===== src/mvdi_fifo.sv =====
module mvdi_fifo #(
  parameter int unsigned W     = 8,
  parameter int unsigned DEPTH = 2
) (
  input  logic         clk,
  input  logic         rst_n,
  input  logic         push,
  input  logic [W-1:0] wdata,
  output logic         full,
  input  logic         pop,
  output logic [W-1:0] rdata,
  output logic         empty
);
  localparam int unsigned PW = (DEPTH > 1) ? $clog2(DEPTH) : 1;

  logic [W-1:0]  mem_r [DEPTH];
  logic [PW-1:0] wr_ptr_r, wr_ptr_nxt;
  logic [PW-1:0] rd_ptr_r, rd_ptr_nxt;
  logic [PW:0]   count_r, count_nxt;
  logic          do_push, do_pop;

  assign full    = (count_r == (PW+1)'(DEPTH));
  assign empty   = (count_r == '0);
  assign rdata   = mem_r[rd_ptr_r];
  assign do_push = push && !full;
  assign do_pop  = pop && !empty;

  // advance pointers and occupancy
  always_comb begin
    wr_ptr_nxt = wr_ptr_r;
    rd_ptr_nxt = rd_ptr_r;
    count_nxt  = count_r;
    if (do_push) begin
      wr_ptr_nxt = (wr_ptr_r == PW'(DEPTH-1)) ? '0 : wr_ptr_r + 1'b1;
    end
    if (do_pop) begin
      rd_ptr_nxt = (rd_ptr_r == PW'(DEPTH-1)) ? '0 : rd_ptr_r + 1'b1;
    end
    if (do_push && !do_pop) begin
      count_nxt = count_r + 1'b1;
    end else if (do_pop && !do_push) begin
      count_nxt = count_r - 1'b1;
    end
  end

  always_ff @(posedge clk) begin
    if (!rst_n) begin
      wr_ptr_r <= '0;
      rd_ptr_r <= '0;
      count_r  <= '0;
    end else begin
      wr_ptr_r <= wr_ptr_nxt;
      rd_ptr_r <= rd_ptr_nxt;
      count_r  <= count_nxt;
    end
  end

  // store the incoming word
  always_ff @(posedge clk) begin
    if (do_push) begin
      mem_r[wr_ptr_r] <= wdata;
    end
  end

endmodule


===== config.mk =====
export PLATFORM = sky130hd
export DESIGN_NAME = mvdi_fifo
export DESIGN_NICKNAME = d
export VERILOG_FILES = /design/src/mvdi_fifo.sv
export SDC_FILE = /design/constraint.sdc
export NUM_CORES = 1
export LEC_CHECK = 0
export BUFFER_PORTS_ARGS = -buffer_cell sky130_fd_sc_hd__buf_4
export CAP_MARGIN = 20
export CORE_MARGIN = 3
export CORE_UTILIZATION = 49
export CTS_CLUSTER_DIAMETER = 80
export DETAILED_ROUTE_END_ITERATION = 16
export GPL_TIMING_DRIVEN = 1
export MAX_ROUTING_LAYER = met4
export PLACE_DENSITY_LB_ADDON = 0.3
export SETUP_SLACK_MARGIN = 0.02
export SLEW_MARGIN = 20
export SYNTH_ARGS = -nofsm -noshare
export SYNTH_HDL_FRONTEND = slang
export SYNTH_SLANG_ARGS = --single-unit

===== constraint.sdc =====
create_clock -name clk -period 1.65 [get_ports clk]
set_input_delay 0.33 -clock clk [delete_from_list [all_inputs] [get_ports clk]]
set_output_delay 0.33 -clock clk [all_outputs]
set_load 0.02 [all_outputs]

==> impl_metrics.tcl <==
set metrics [dict create \
    status "finished clean" \
    post_cts_buffers 0 \
    wl_per_cell_um 13.4 \
    yosysSeqAreaShare_pct 71.7 \
    clock_sinks 21 \
    h-tree-depth 1 \
    slew_headroom_pct 74.2 \
    fin_crit_ps 1540 \
    synthCells 50 \
    port_buffers 21 \
    p_leak_nw 0.403 \
    fmax_mhz 650 \
    cts_root_buf "clkbuf_4" \
    multi_input_area_um2 216 \
    hold_depth 1 \
    core_area_um2 1520 \
    hold_class "in2reg" \
    drive_gt1_share_pct 49.3 \
    end_kind "output port" \
    final.fill_count 125 \
    synth_area_leaders "edfxtp_1 59%, dfxtp_1 12%, mux2_2 11%" \
    hold_viol 0 \
    start_util_pct 53.1 \
    grt_max_degree 12 \
    crit_path_start_kind "flop" \
    worst_pin_slew_ps 386 \
    placed_cell_area_um2 990 \
    synthesis.area_um2 810 \
    synth_fp_nets 63 \
    cts_buffers 3 \
    grt_first_pass_wirelength_um 1840 \
    slew_viol_final 0 \
    io_pins 22 \
    path_class "reg2out" \
    top_layer "met3" \
    wl_met2_um 676 \
    rr_worst_depth 6 \
    yosys_register_bits 21 \
    die_x_um 46.6 \
    yosysTopAreaCellShare_pct 59.4 \
    drtPass1Iterations 4 \
    fin_tns_setup_ps 0 \
    period_share_pct 93.2 \
    critPathMaxFanout 8 \
    ant_nets 0 \
    gp_congestion 0.692 \
    die_y_um 46.6 \
    grt_usage_pct 12.9 \
    rsz0062_at_grt "no" \
    drt_iter0_markers 3 \
    synth.distinct_cells 20 \
    grt_remaining_overflow 0 \
    worstPathRequired_ps 1320 \
    ir_drop_uv 1040 \
    grt_antenna_before_repair 0 \
    final_common_cell "buf_4" \
    finClkSkew_ps 2.22 \
    seq_area_um2 586 \
    postCtsHoldBufs 0 \
    area_growth_syn_to_layout_pct 26.1 \
    die-area_um2 2180 \
    finalWirelength_um 1220 \
    nets 89 \
    rows 14 \
    clock_path_buffers 2 \
    vias 477 \
    wl_met1_um 468 \
    finalSetupViolations 0 \
    avgSynthCellArea_um2 16.2 \
    drc 0 \
    design_area_um2 1020 \
    dp_hpwl_um 935 \
    clkLatencyLatePin_ps 290 \
    layout_common_cells "22 x buf_4, 16 x edfxtp_1, 8 x mux2_2" \
    wl_met3_um 71 \
    cts_tree "done" \
    yosysTopAreaCell "edfxtp_1" \
    grt_pass1_vias 463 \
    stdcell_count 91 \
    via_per_inst 5.24 \
    cp_data_arrival_time_ps 1210 \
    diodes 0 \
    cts.clk_slew.worst_paths_ps 100 \
    synth_warnings 0 \
    powerDensity_nw_per_um2 1530 \
    placed_cells 87 \
    maxCapViolations 0 \
]
## critical path, stage by stage, from the launching register on
cell     delay, ps
dfxtp_4        420
mux2_2         350
buf_4          160
## power by group
group | internal, mW | switching [mW]
Clock | 0.0939 | 0.136
Sequential | 0.683 | 0.0687
Combinational | 0.294 | 0.283
Total | 1.07 | 0.488
## per-layer routing
metal | vias up | track usage [%]
met5 | - | -
met4 | 0 | 3.31
met3 | 0 | 3.52
met2 | 13 | 23.9
met1 | 231 | 13.1
li1 | 233 | -
## timing repair
item	CTS	global route
pin swaps	0	0
endpoints found under the setup margin	8	9
hold endpoints to repair	0	0
gates cloned	0	0
gates resized for setup	1	2
## worst paths after layout
check                          start                       to  slack (ps)
min                         wdata[6]    mem_r[0][6]$_DFFE_PP_         220
max                             flop                 rdata[2]         110
max reg2reg  count_r[0]$_SDFFE_PN0P_  count_r[1]$_SDFFE_PN0P_         130
min reg2reg  count_r[1]$_SDFFE_PN0P_  count_r[1]$_SDFFE_PN0P_         540
## synthesized netlist by cell type
cell and n:
o21ai_1 1, xnor2_1 2, inv_2 1, and2_1 3, or3_1 1, o21ai_0 1, edfxtp_1 16, dfxtp_1 5
buf_2 1, inv_1 1, nor2_1 2, o21a_1 1, a21boi_1 1, ha_1 1, nor3_2 1, mux2_2 8
and3_1 1, a21boi_0 1, xor2_1 1, nand2b_1 1
## cell type report
class                           instances  share of cell area, %
Sequential cell                        21                   57.4
Multi-Input combinational cell         26                   21.2
Timing Repair Buffer                   22                   16.2
Clock buffer                            4                   2.57
Tap cell                               16                   1.96
Inverter                                2                  0.735
## flip-flops by register name, summed over array words and instances, names as in the netlist, named ones only
register,count
mem_r,16
rd_ptr_r,1
wr_ptr_r,1
count_r,2
## logic make-up (layout without fill, tap and decap cells)
group	after synthesis	in the layout	share of synthesized area, %
flip-flops	21	21	71.7
AND/OR/NAND/NOR	9	9	6.80
multiplexers	8	8	11.1
AO/OA/AOI/OAI	5	5	4.02
XOR/XNOR	3	3	3.25
buffers and inverters	3	28	1.54
adder cells (fa/ha/maj)	1	1	1.55
## per-stage QoR
stage | hold WS (ps) | power (mW) | setup WS (ps) | utilization (%)
2_1_floorplan | 429 | 1.13 | 136 | -
3_3_place_gp | 508 | 1.32 | 165 | 64.9
3_5_place_dp | 516 | 1.34 | 83.7 | 64.9
4_1_cts | 204 | 1.58 | 46.3 | 66.7
5_1_grt | 190 | 1.66 | 29.0 | 67.0
6_report | 218 | 1.56 | 112 | 67.0
Note: power is estimated with default switching activity, not from simulation.
