[config.mk]
export PLATFORM = sky130hd
export DESIGN_NAME = mvdi_front
export DESIGN_NICKNAME = d
export VERILOG_FILES = /design/src/mvdi_pkg.sv /design/src/mvdi_front.sv
export SDC_FILE = /design/constraint.sdc
export NUM_CORES = 1
export LEC_CHECK = 0
export BUFFER_PORTS_ARGS = -buffer_cell sky130_fd_sc_hd__buf_2
export CORE_MARGIN = 3
export CORE_UTILIZATION = 46
export CTS_BUF_LIST = sky130_fd_sc_hd__clkbuf_8 sky130_fd_sc_hd__clkbuf_16
export DETAILED_ROUTE_END_ITERATION = 7
export GPL_TIMING_DRIVEN = 0
export PLACE_DENSITY = 0.78
export SYNTH_ARGS = -nofsm -noshare
export SYNTH_HDL_FRONTEND = slang
export SYNTH_SLANG_ARGS = --single-unit
[constraint.sdc]
create_clock -name clk -period 1.75 [get_ports clk]
set_input_delay 0 -clock clk [delete_from_list [all_inputs] [get_ports clk]]
set_output_delay 0 -clock clk [all_outputs]
set_load 0.02 [all_outputs]
[src/mvdi_pkg.sv]
package mvdi_pkg;

  localparam int unsigned FIELD_W = 20;
  localparam int unsigned SLOT_W = 16;
  localparam logic [SLOT_W-1:0] SLOT_SAT = 16'hFFFF;

  localparam logic OP_CORNER = 1'b0;
  localparam logic OP_END = 1'b1;

  typedef struct packed {
    logic               op;
    logic               start_of_face;
    logic [FIELD_W-1:0] position_index;
    logic [FIELD_W-1:0] texcoord_index;
    logic [FIELD_W-1:0] normal_index;
  } in_word_t;

  typedef struct packed {
    logic [SLOT_W-1:0]  vertex_slot;
    logic               is_new;
    logic [FIELD_W-1:0] out_position;
    logic [FIELD_W-1:0] out_texcoord;
    logic [FIELD_W-1:0] out_normal;
    logic               overflow;
    logic               last;
  } out_word_t;

  typedef enum logic [2:0] {
    B_CLEAR,
    B_IDLE,
    B_START,
    B_READ,
    B_CHECK,
    B_EMIT
  } back_state_t;

endpackage

[src/mvdi_front.sv]
module mvdi_front #(
  parameter int unsigned INDEX_BITS = 20
) (
  input  logic                  clk,
  input  logic                  rst_n,
  input  logic                  in_push,
  input  mvdi_pkg::in_word_t    in_data,
  output logic                  in_full,
  output logic                  job_push,
  output logic [9*INDEX_BITS:0] job_data,
  input  logic                  job_full
);
  import mvdi_pkg::*;

  localparam int unsigned CW = 3 * INDEX_BITS;

  logic [31:0]   pos32, tex32, nrm32;
  logic [CW-1:0] cur;
  logic [CW-1:0] first_r, first_nxt;
  logic [CW-1:0] prev_r, prev_nxt;
  logic [1:0]    held_r, held_nxt;
  logic          accept;

  // keep the low index bits of each field
  assign pos32 = 32'(in_data.position_index);
  assign tex32 = 32'(in_data.texcoord_index);
  assign nrm32 = 32'(in_data.normal_index);
  assign cur   = {pos32[INDEX_BITS-1:0], tex32[INDEX_BITS-1:0], nrm32[INDEX_BITS-1:0]};

  assign in_full = job_full;
  assign accept  = in_push && !job_full;

  // classify the word and build the fan
  always_comb begin
    first_nxt = first_r;
    prev_nxt  = prev_r;
    held_nxt  = held_r;
    job_push  = 1'b0;
    job_data  = {1'b0, first_r, prev_r, cur};
    if (accept) begin
      if (in_data.op == OP_END) begin
        job_push  = 1'b1;
        job_data  = {1'b1, first_r, prev_r, cur};
        held_nxt  = 2'd0;
        first_nxt = '0;
        prev_nxt  = '0;
      end else if (in_data.start_of_face || held_r == 2'd0) begin
        first_nxt = cur;
        held_nxt  = 2'd1;
      end else if (held_r == 2'd1) begin
        prev_nxt = cur;
        held_nxt = 2'd2;
      end else begin
        job_push = 1'b1;
        prev_nxt = cur;
      end
    end
  end

  always_ff @(posedge clk) begin
    if (!rst_n) begin
      held_r  <= 2'd0;
      first_r <= '0;
      prev_r  <= '0;
    end else begin
      held_r  <= held_nxt;
      first_r <= first_nxt;
      prev_r  <= prev_nxt;
    end
  end

endmodule

==> results.json, run 1 <==
{
  "status": "finished with violations",
  "violations": "negative hold slack",
  "synth_simple_gate_area_share_pct": 16.7,
  "hold_viol": 1,
  "pwr-share-clk_pct": 48.4,
  "ctsHtreeMaxLevel": 4,
  "postRouteWirelength_mm": 16.2,
  "synth_area_mm2": 0.00506,
  "fmax_mhz": 615,
  "cp_top_family": "buffers and inverters",
  "gp_congestion": 0.865,
  "synth_cell_types": 27,
  "path_clk_slew_ns": 0.06,
  "power.leakage_nw": 3.94,
  "die-width_um": 111,
  "crit_arrival_ns": 2.08,
  "hpwl_mm": 11.5,
  "cts_root_buffer": "clkbuf_8",
  "grtUsageTotal_pct": 26.3,
  "overflow": 0,
  "powerDensity_mw_per_mm2": 962,
  "layout_common_cells": "253 x buf_2, 142 x nand2_1, 122 x dfxtp_1, 66 x buf_4, 65 x dlygate4sd3_1",
  "fin_nets": 948,
  "whs_endpoint": "prev_r[59]",
  "switchingPower_w": 0.00176,
  "crit_fanout": 7,
  "grt_pass1_vias": 5429,
  "drtPass1Iterations": 6,
  "cellInternalPower_w": 0.00567,
  "drt-initial-drc-count": 305,
  "syn_inst": 551,
  "required_ns": 2.20,
  "via_per_inst": 4.96,
  "synth_compound_area_share_pct": 13.8,
  "drv_slew": 0,
  "crit_chain": "o21ba_1 -> nand3_1 -> o22ai_1 -> dlygate4sd3_1",
  "finalInstanceArea_mm2": 0.00773,
  "rsz0062_at_grt": "false",
  "num_io_pins": 249,
  "route.vias.total": 5110,
  "fillers": 741,
  "whs_ns": -0.00341,
  "syn_to_final_growth_pct": 52.8,
  "max-vdd-ir-drop_mv": 0.447,
  "tns_ns": 0,
  "clk_path_buf_depth": 2,
  "rows": 37,
  "finalSetupViolations": 0,
  "r2r-end": "prev_r[37]",
  "synth_fa_ha_area_share_pct": 0,
  "sw_frac_of_total_pct": 23.7,
  "cp-start-kind": "flop",
  "antenna_found_initial": 0,
  "end_kind": "flop",
  "critical_path_class": "reg2reg",
  "ys_warn_count": 0,
  "drive_gt1_share_pct": 39.9,
  "holdPathStages": 4,
  "yosysSeqAreaShare_pct": 48.3,
  "worst-path-buf-inv": 1,
  "num_antenna_cells": 0,
  "clk_latency_ns": 0.52,
  "timing.hold.worst.class": "in2reg",
  "die-area_mm2": 0.0123,
  "drc": 0,
  "synthMuxAreaShare_pct": 7.32,
  "clock_skew_ns": 0.00947,
  "grt_pass1_wl_mm": 26.4,
  "coreArea_mm2": 0.0105,
  "syn_avg_cell_area_um2": 9.18,
  "die_h_um": 111,
  "drv_cap": 0,
  "wire_per_inst_um": 15.7,
  "antenna_left": 0,
  "worst_pin_slew_ns": 0.511,
  "rrSetupSlack_ns": 0.12,
  "fin_crit_sh_pct": 92.9,
  "holdCritStartpoint": "job_full",
  "post_cts_buffers": 0,
  "reg2reg_depth": 4,
  "layout_commonest_cell": "buf_2",
  "cts_made_buffers": 17,
  "synth-xor-area-share_pct": 0,
  "cpPeakStageDelay_ns": 0.57,
  "slew_headroom_pct": 65.9,
  "synth_nets": 617,
  "yosys_register_bits": 122,
  "place_area_mm2": 0.00646,
  "pre_cts_slack_ns": 0.200,
  "synth_top_family_by_area": "simple AND/OR/NAND/NOR gates",
  "cts_sinks": 122,
  "worst_path_max_delay_cell": "dlygate4sd3_1",
  "portBuffers": 247,
  "seqPwrFrac_pct": 38.6,
  "initial_core_util_pct": 48.1,
  "combinationalPowerShare_pct": 13.1,
  "grt_max_degree": 17,
  "finalCriticalPeriod_ns": 1.63,
  "r2r_start": "held_r[0]",
  "cts_tree": "done",
  "setup_ws_ns": 0.125
}
## cell usage after synthesis, drive strengths merged
cell | n | area share [%]
nand2 | 142 | 11
dfxtp | 122 | 48
buf | 81 | 12
o22ai | 45 | 5.6
nor2b | 38 | 4.7
a22o | 37 | 6.4
mux2i | 37 | 7.3
clkbuf | 22 | 1.6
nor2 | 5 | 0.37
a21oi | 4 | 0.40
inv | 2 | 0.15
nand3 | 2 | 0.20
o21ai | 2 | 0.20
o31a | 2 | 0.35
a32o | 1 | 0.20
and2b | 1 | 0.15
and3 | 1 | 0.22
nand2b | 1 | 0.27
nor3 | 1 | 0.099
nor3b | 1 | 0.15
o211a | 1 | 0.20
o21ba | 1 | 0.20
o21bai | 1 | 0.15
o31ai | 1 | 0.15
## worst register-to-register path, stage by stage, from the launching register on
cell and delay (ns):
dfxtp_1 0.44, o21ba_1 0.17, nand3_1 0.17, o22ai_1 0.21, dlygate4sd3_1 0.57
## cell type report
type / count / area (µm²) / share of cell area (%)
Sequential cell: 122 / 2440 / 31.6
Multi-Input combinational cell: 324 / 1920 / 24.8
Timing Repair Buffer: 312 / 1890 / 24.4
Buffer: 103 / 694 / 8.98
Clock buffer: 20 / 455 / 5.89
Tap cell: 136 / 170 / 2.20
Clock inverter: 12 / 155 / 2.01
Inverter: 2 / 7.51 / 0.0971
## layer usage
metal	GRT usage [%]	part of all wire (%)	up-vias
li1	-	-	2477
met5	0	0	-
met1	28.7	39	2357
met4	9.28	2.0	0
met3	9.50	8.8	29
met2	46.9	50	247
## per-stage QoR
step | hold WS (ns) | std cells | utilization [%] | power (W)
after floorplan | 0.113 | 551 | - | 0.00347
after global placement | 0.295 | 934 | 61.5 | 0.00376
after detailed placement | 0.302 | 934 | 61.5 | 0.00377
after global routing | 0.0128 | 1031 | 73.5 | 0.00769
after CTS | 0.0183 | 1031 | 73.5 | 0.00747
final | -0.00341 | 1031 | 73.5 | 0.00743
## power groups by stage
stage / logic, W / clock network, W / registers [W]
after floorplan: 0.000487 / 0 / 0.00298
after global placement: 0.000836 / 0 / 0.00292
after detailed placement: 0.000851 / 0 / 0.00292
after CTS: 0.000964 / 0.00364 / 0.00286
after global routing: 0.00105 / 0.00377 / 0.00287
final: 0.000971 / 0.00360 / 0.00287
## flip-flops by register name, indices dropped and copies added, names as in the netlist
| signal | count |
|---|---|
| held_r | 2 |
| prev_r | 60 |
| first_r | 60 |
## worst max-delay path by stage
stage	from	slack, ns	to	cells after the start
3_5_place_dp	held_r[0]	0.20	prev_r[54]	4
6_report	held_r[0]	0.12	prev_r[37]	4
4_1_cts	held_r[0]	0.1	prev_r[37]	4
3_3_place_gp	held_r[1]	0.21	prev_r[58]	5
2_1_floorplan	held_r[1]	0.41	prev_r[17]	6
5_1_grt	held_r[0]	0.06	prev_r[37]	4
## logic make-up after synthesis
family | count (synthesis)
AOI/OAI and AO/OA | 95
buffers and inverters | 105
DFF | 122
muxes | 37
and+or+nand+nor | 192
## timing repair
item / 4_1_cts / 5_1_grt
resized for setup: 0 / 1
endpoints found under the setup margin: 0 / 1
hold buffers: 65 / 0
hold endpoints to repair: 122 / 0
Note: power is estimated with default switching activity, not from simulation.
==> run 2, diff against run 1 <==
--- a/config.mk
+++ b/config.mk
@@ -6,12 +6,14 @@
 export NUM_CORES = 1
 export LEC_CHECK = 0
 export BUFFER_PORTS_ARGS = -buffer_cell sky130_fd_sc_hd__buf_2
+export CELL_PAD_IN_SITES_DETAIL_PLACEMENT = 2
+export CELL_PAD_IN_SITES_GLOBAL_PLACEMENT = 2
 export CORE_MARGIN = 3
-export CORE_UTILIZATION = 46
+export CORE_UTILIZATION = 25
 export CTS_BUF_LIST = sky130_fd_sc_hd__clkbuf_8 sky130_fd_sc_hd__clkbuf_16
 export DETAILED_ROUTE_END_ITERATION = 7
 export GPL_TIMING_DRIVEN = 0
-export PLACE_DENSITY = 0.78
+export PLACE_DENSITY = 0.77
 export SYNTH_ARGS = -nofsm -noshare
 export SYNTH_HDL_FRONTEND = slang
 export SYNTH_SLANG_ARGS = --single-unit
==> run 2 against run 1 <==
The flow now finishes without violations; via count is 0.51% lower; register-to-register slack better by 0.04 ns; largest power group unchanged; clock skew is 0.00067 ns higher.
==> results.json, run 2 (synthesis gave the netlist of run 1 again) <==
{
  "worst_pin_slew_ns": 0.594,
  "wire_per_inst_um": 17.8,
  "fin_crit_sh_pct": 90.7,
  "initial_core_util_pct": 25.7,
  "crit_arrival_ns": 1.86,
  "via_per_inst": 4.43,
  "overflow": 0,
  "power.leakage_nw": 3.88,
  "critical_path_class": "reg2reg",
  "ctsHtreeMaxLevel": 4,
  "antenna_left": 0,
  "hold_viol": 0,
  "cts_made_buffers": 17,
  "clk_latency_ns": 0.41,
  "rsz0062_at_grt": "false",
  "r2r_start": "held_r[1]",
  "clk_path_buf_depth": 2,
  "drt-initial-drc-count": 97,
  "die-area_mm2": 0.0220,
  "num_antenna_cells": 0,
  "grt_max_degree": 17,
  "grtUsageTotal_pct": 18.3,
  "rows": 51,
  "reg2reg_depth": 5,
  "holdCritStartpoint": "in_data[8]",
  "timing.hold.worst.class": "in2reg",
  "postRouteWirelength_mm": 20.5,
  "max-vdd-ir-drop_mv": 0.548,
  "path_clk_slew_ns": 0.06,
  "whs_endpoint": "first_r[8]",
  "rrSetupSlack_ns": 0.16,
  "worst-path-buf-inv": 2,
  "route.vias.total": 5084,
  "grt_pass1_vias": 5708,
  "required_ns": 2.02,
  "drtPass1Iterations": 4,
  "setup_ws_ns": 0.163,
  "slew_headroom_pct": 60.4,
  "num_io_pins": 249,
  "die_h_um": 148,
  "cp_top_family": "buffers and inverters",
  "portBuffers": 247,
  "drc": 0,
  "status": "complete, no violations",
  "r2r-end": "prev_r[49]",
  "fin_nets": 935,
  "cts_tree": "done",
  "drv_slew": 0,
  "hpwl_mm": 14.5,
  "cp-start-kind": "flop",
  "drive_gt1_share_pct": 40.8,
  "grt_pass1_wl_mm": 31.6,
  "fmax_mhz": 630,
  "syn_to_final_growth_pct": 53.6,
  "coreArea_mm2": 0.0197,
  "layout_commonest_cell": "buf_2",
  "crit_chain": "buf_6 -> o21ba_1 -> nand3_1 -> buf_1 -> o22ai_1",
  "gp_congestion": 0.733,
  "post_cts_buffers": 0,
  "cts_root_buffer": "clkbuf_16",
  "finalSetupViolations": 0,
  "cts_sinks": 122,
  "pre_cts_slack_ns": 0.0961,
  "layout_common_cells": "253 x buf_2, 142 x nand2_1, 122 x dfxtp_1, 66 x buf_4, 52 x dlygate4sd3_1",
  "end_kind": "flop",
  "tns_ns": 0,
  "finalCriticalPeriod_ns": 1.59,
  "clock_skew_ns": 0.0101,
  "worst_path_max_delay_cell": "buf_1",
  "crit_fanout": 10,
  "antenna_found_initial": 0,
  "largestRegisters": "first_r x60, prev_r x60, held_r x2",
  "die-width_um": 148,
  "holdPathStages": 4,
  "cpPeakStageDelay_ns": 0.47,
  "powerDensity_mw_per_mm2": 972,
  "drv_cap": 0
}
-- run 2: power breakdown --
part           leakage (nW)  internal, W  switching (W)
Sequential            0.987      0.00283      0.0000288
Clock                 0.308      0.00240        0.00130
Combinational          2.59     0.000423       0.000563
-- run 2: routing by layer --
layer,global-route usage [%],vias up,routed length [µm]
li1,-,2433,-
met1,21.0,2465,8480
met2,33.1,170,10300
met3,5.48,16,1410
met4,4.90,0,223
met5,0,-,0
-- run 2: worst max-delay path by stage --
stage / startpoint / endpoint / slack, ns / cells after the start
detailed placement: held_r[0] / prev_r[48] / 0.1 / 4
global placement: held_r[0] / prev_r[42] / 0.20 / 4
finish: held_r[1] / prev_r[49] / 0.16 / 5
global route: held_r[1] / prev_r[49] / 0.04 / 5
floorplan: held_r[1] / prev_r[17] / 0.41 / 6
CTS: held_r[0] / prev_r[45] / 0.09 / 4
-- run 2: worst register-to-register path, delay by kind of cell, from the launching register on --
family / cells / cell delay (ns)
buffers and inverters: 2 / 0.60
AO/OA/AOI/OAI: 2 / 0.38
flip-flops: 1 / 0.30
AND/OR/NAND/NOR: 1 / 0.17
-- run 2: what timing repair did --
action	4_1_cts	5_1_grt
hold buffers	52	0
setup endpoints to repair	0	20
gates resized for setup	0	4
endpoints found under the hold margin	78	0
-- run 2: layout make-up --
type                       instances  area (µm²)
multi-input combinational        324        1910
clock buffer                      18         439
clock inverter                    14         180
sequential                       122        2440
fill                            2252       11900
inverter                           2        7.51
timing repair buffer             299        1760
tap                              265         332
buffer                           103         697
-- run 2: metrics by stage --
step	hold slack [ns]	cells	cell area, µm²	power, W	util [%]
final	0.0230	1147	7770	0.00755	39.5
after global routing	0.0209	1147	7770	0.00785	39.5
after CTS	0.00162	1147	7760	0.00765	39.5
after detailed placement	0.308	1063	6630	0.00382	33.7
after global placement	0.305	1063	6630	0.00380	33.7
after floorplan	0.113	551	5060	0.00347	-
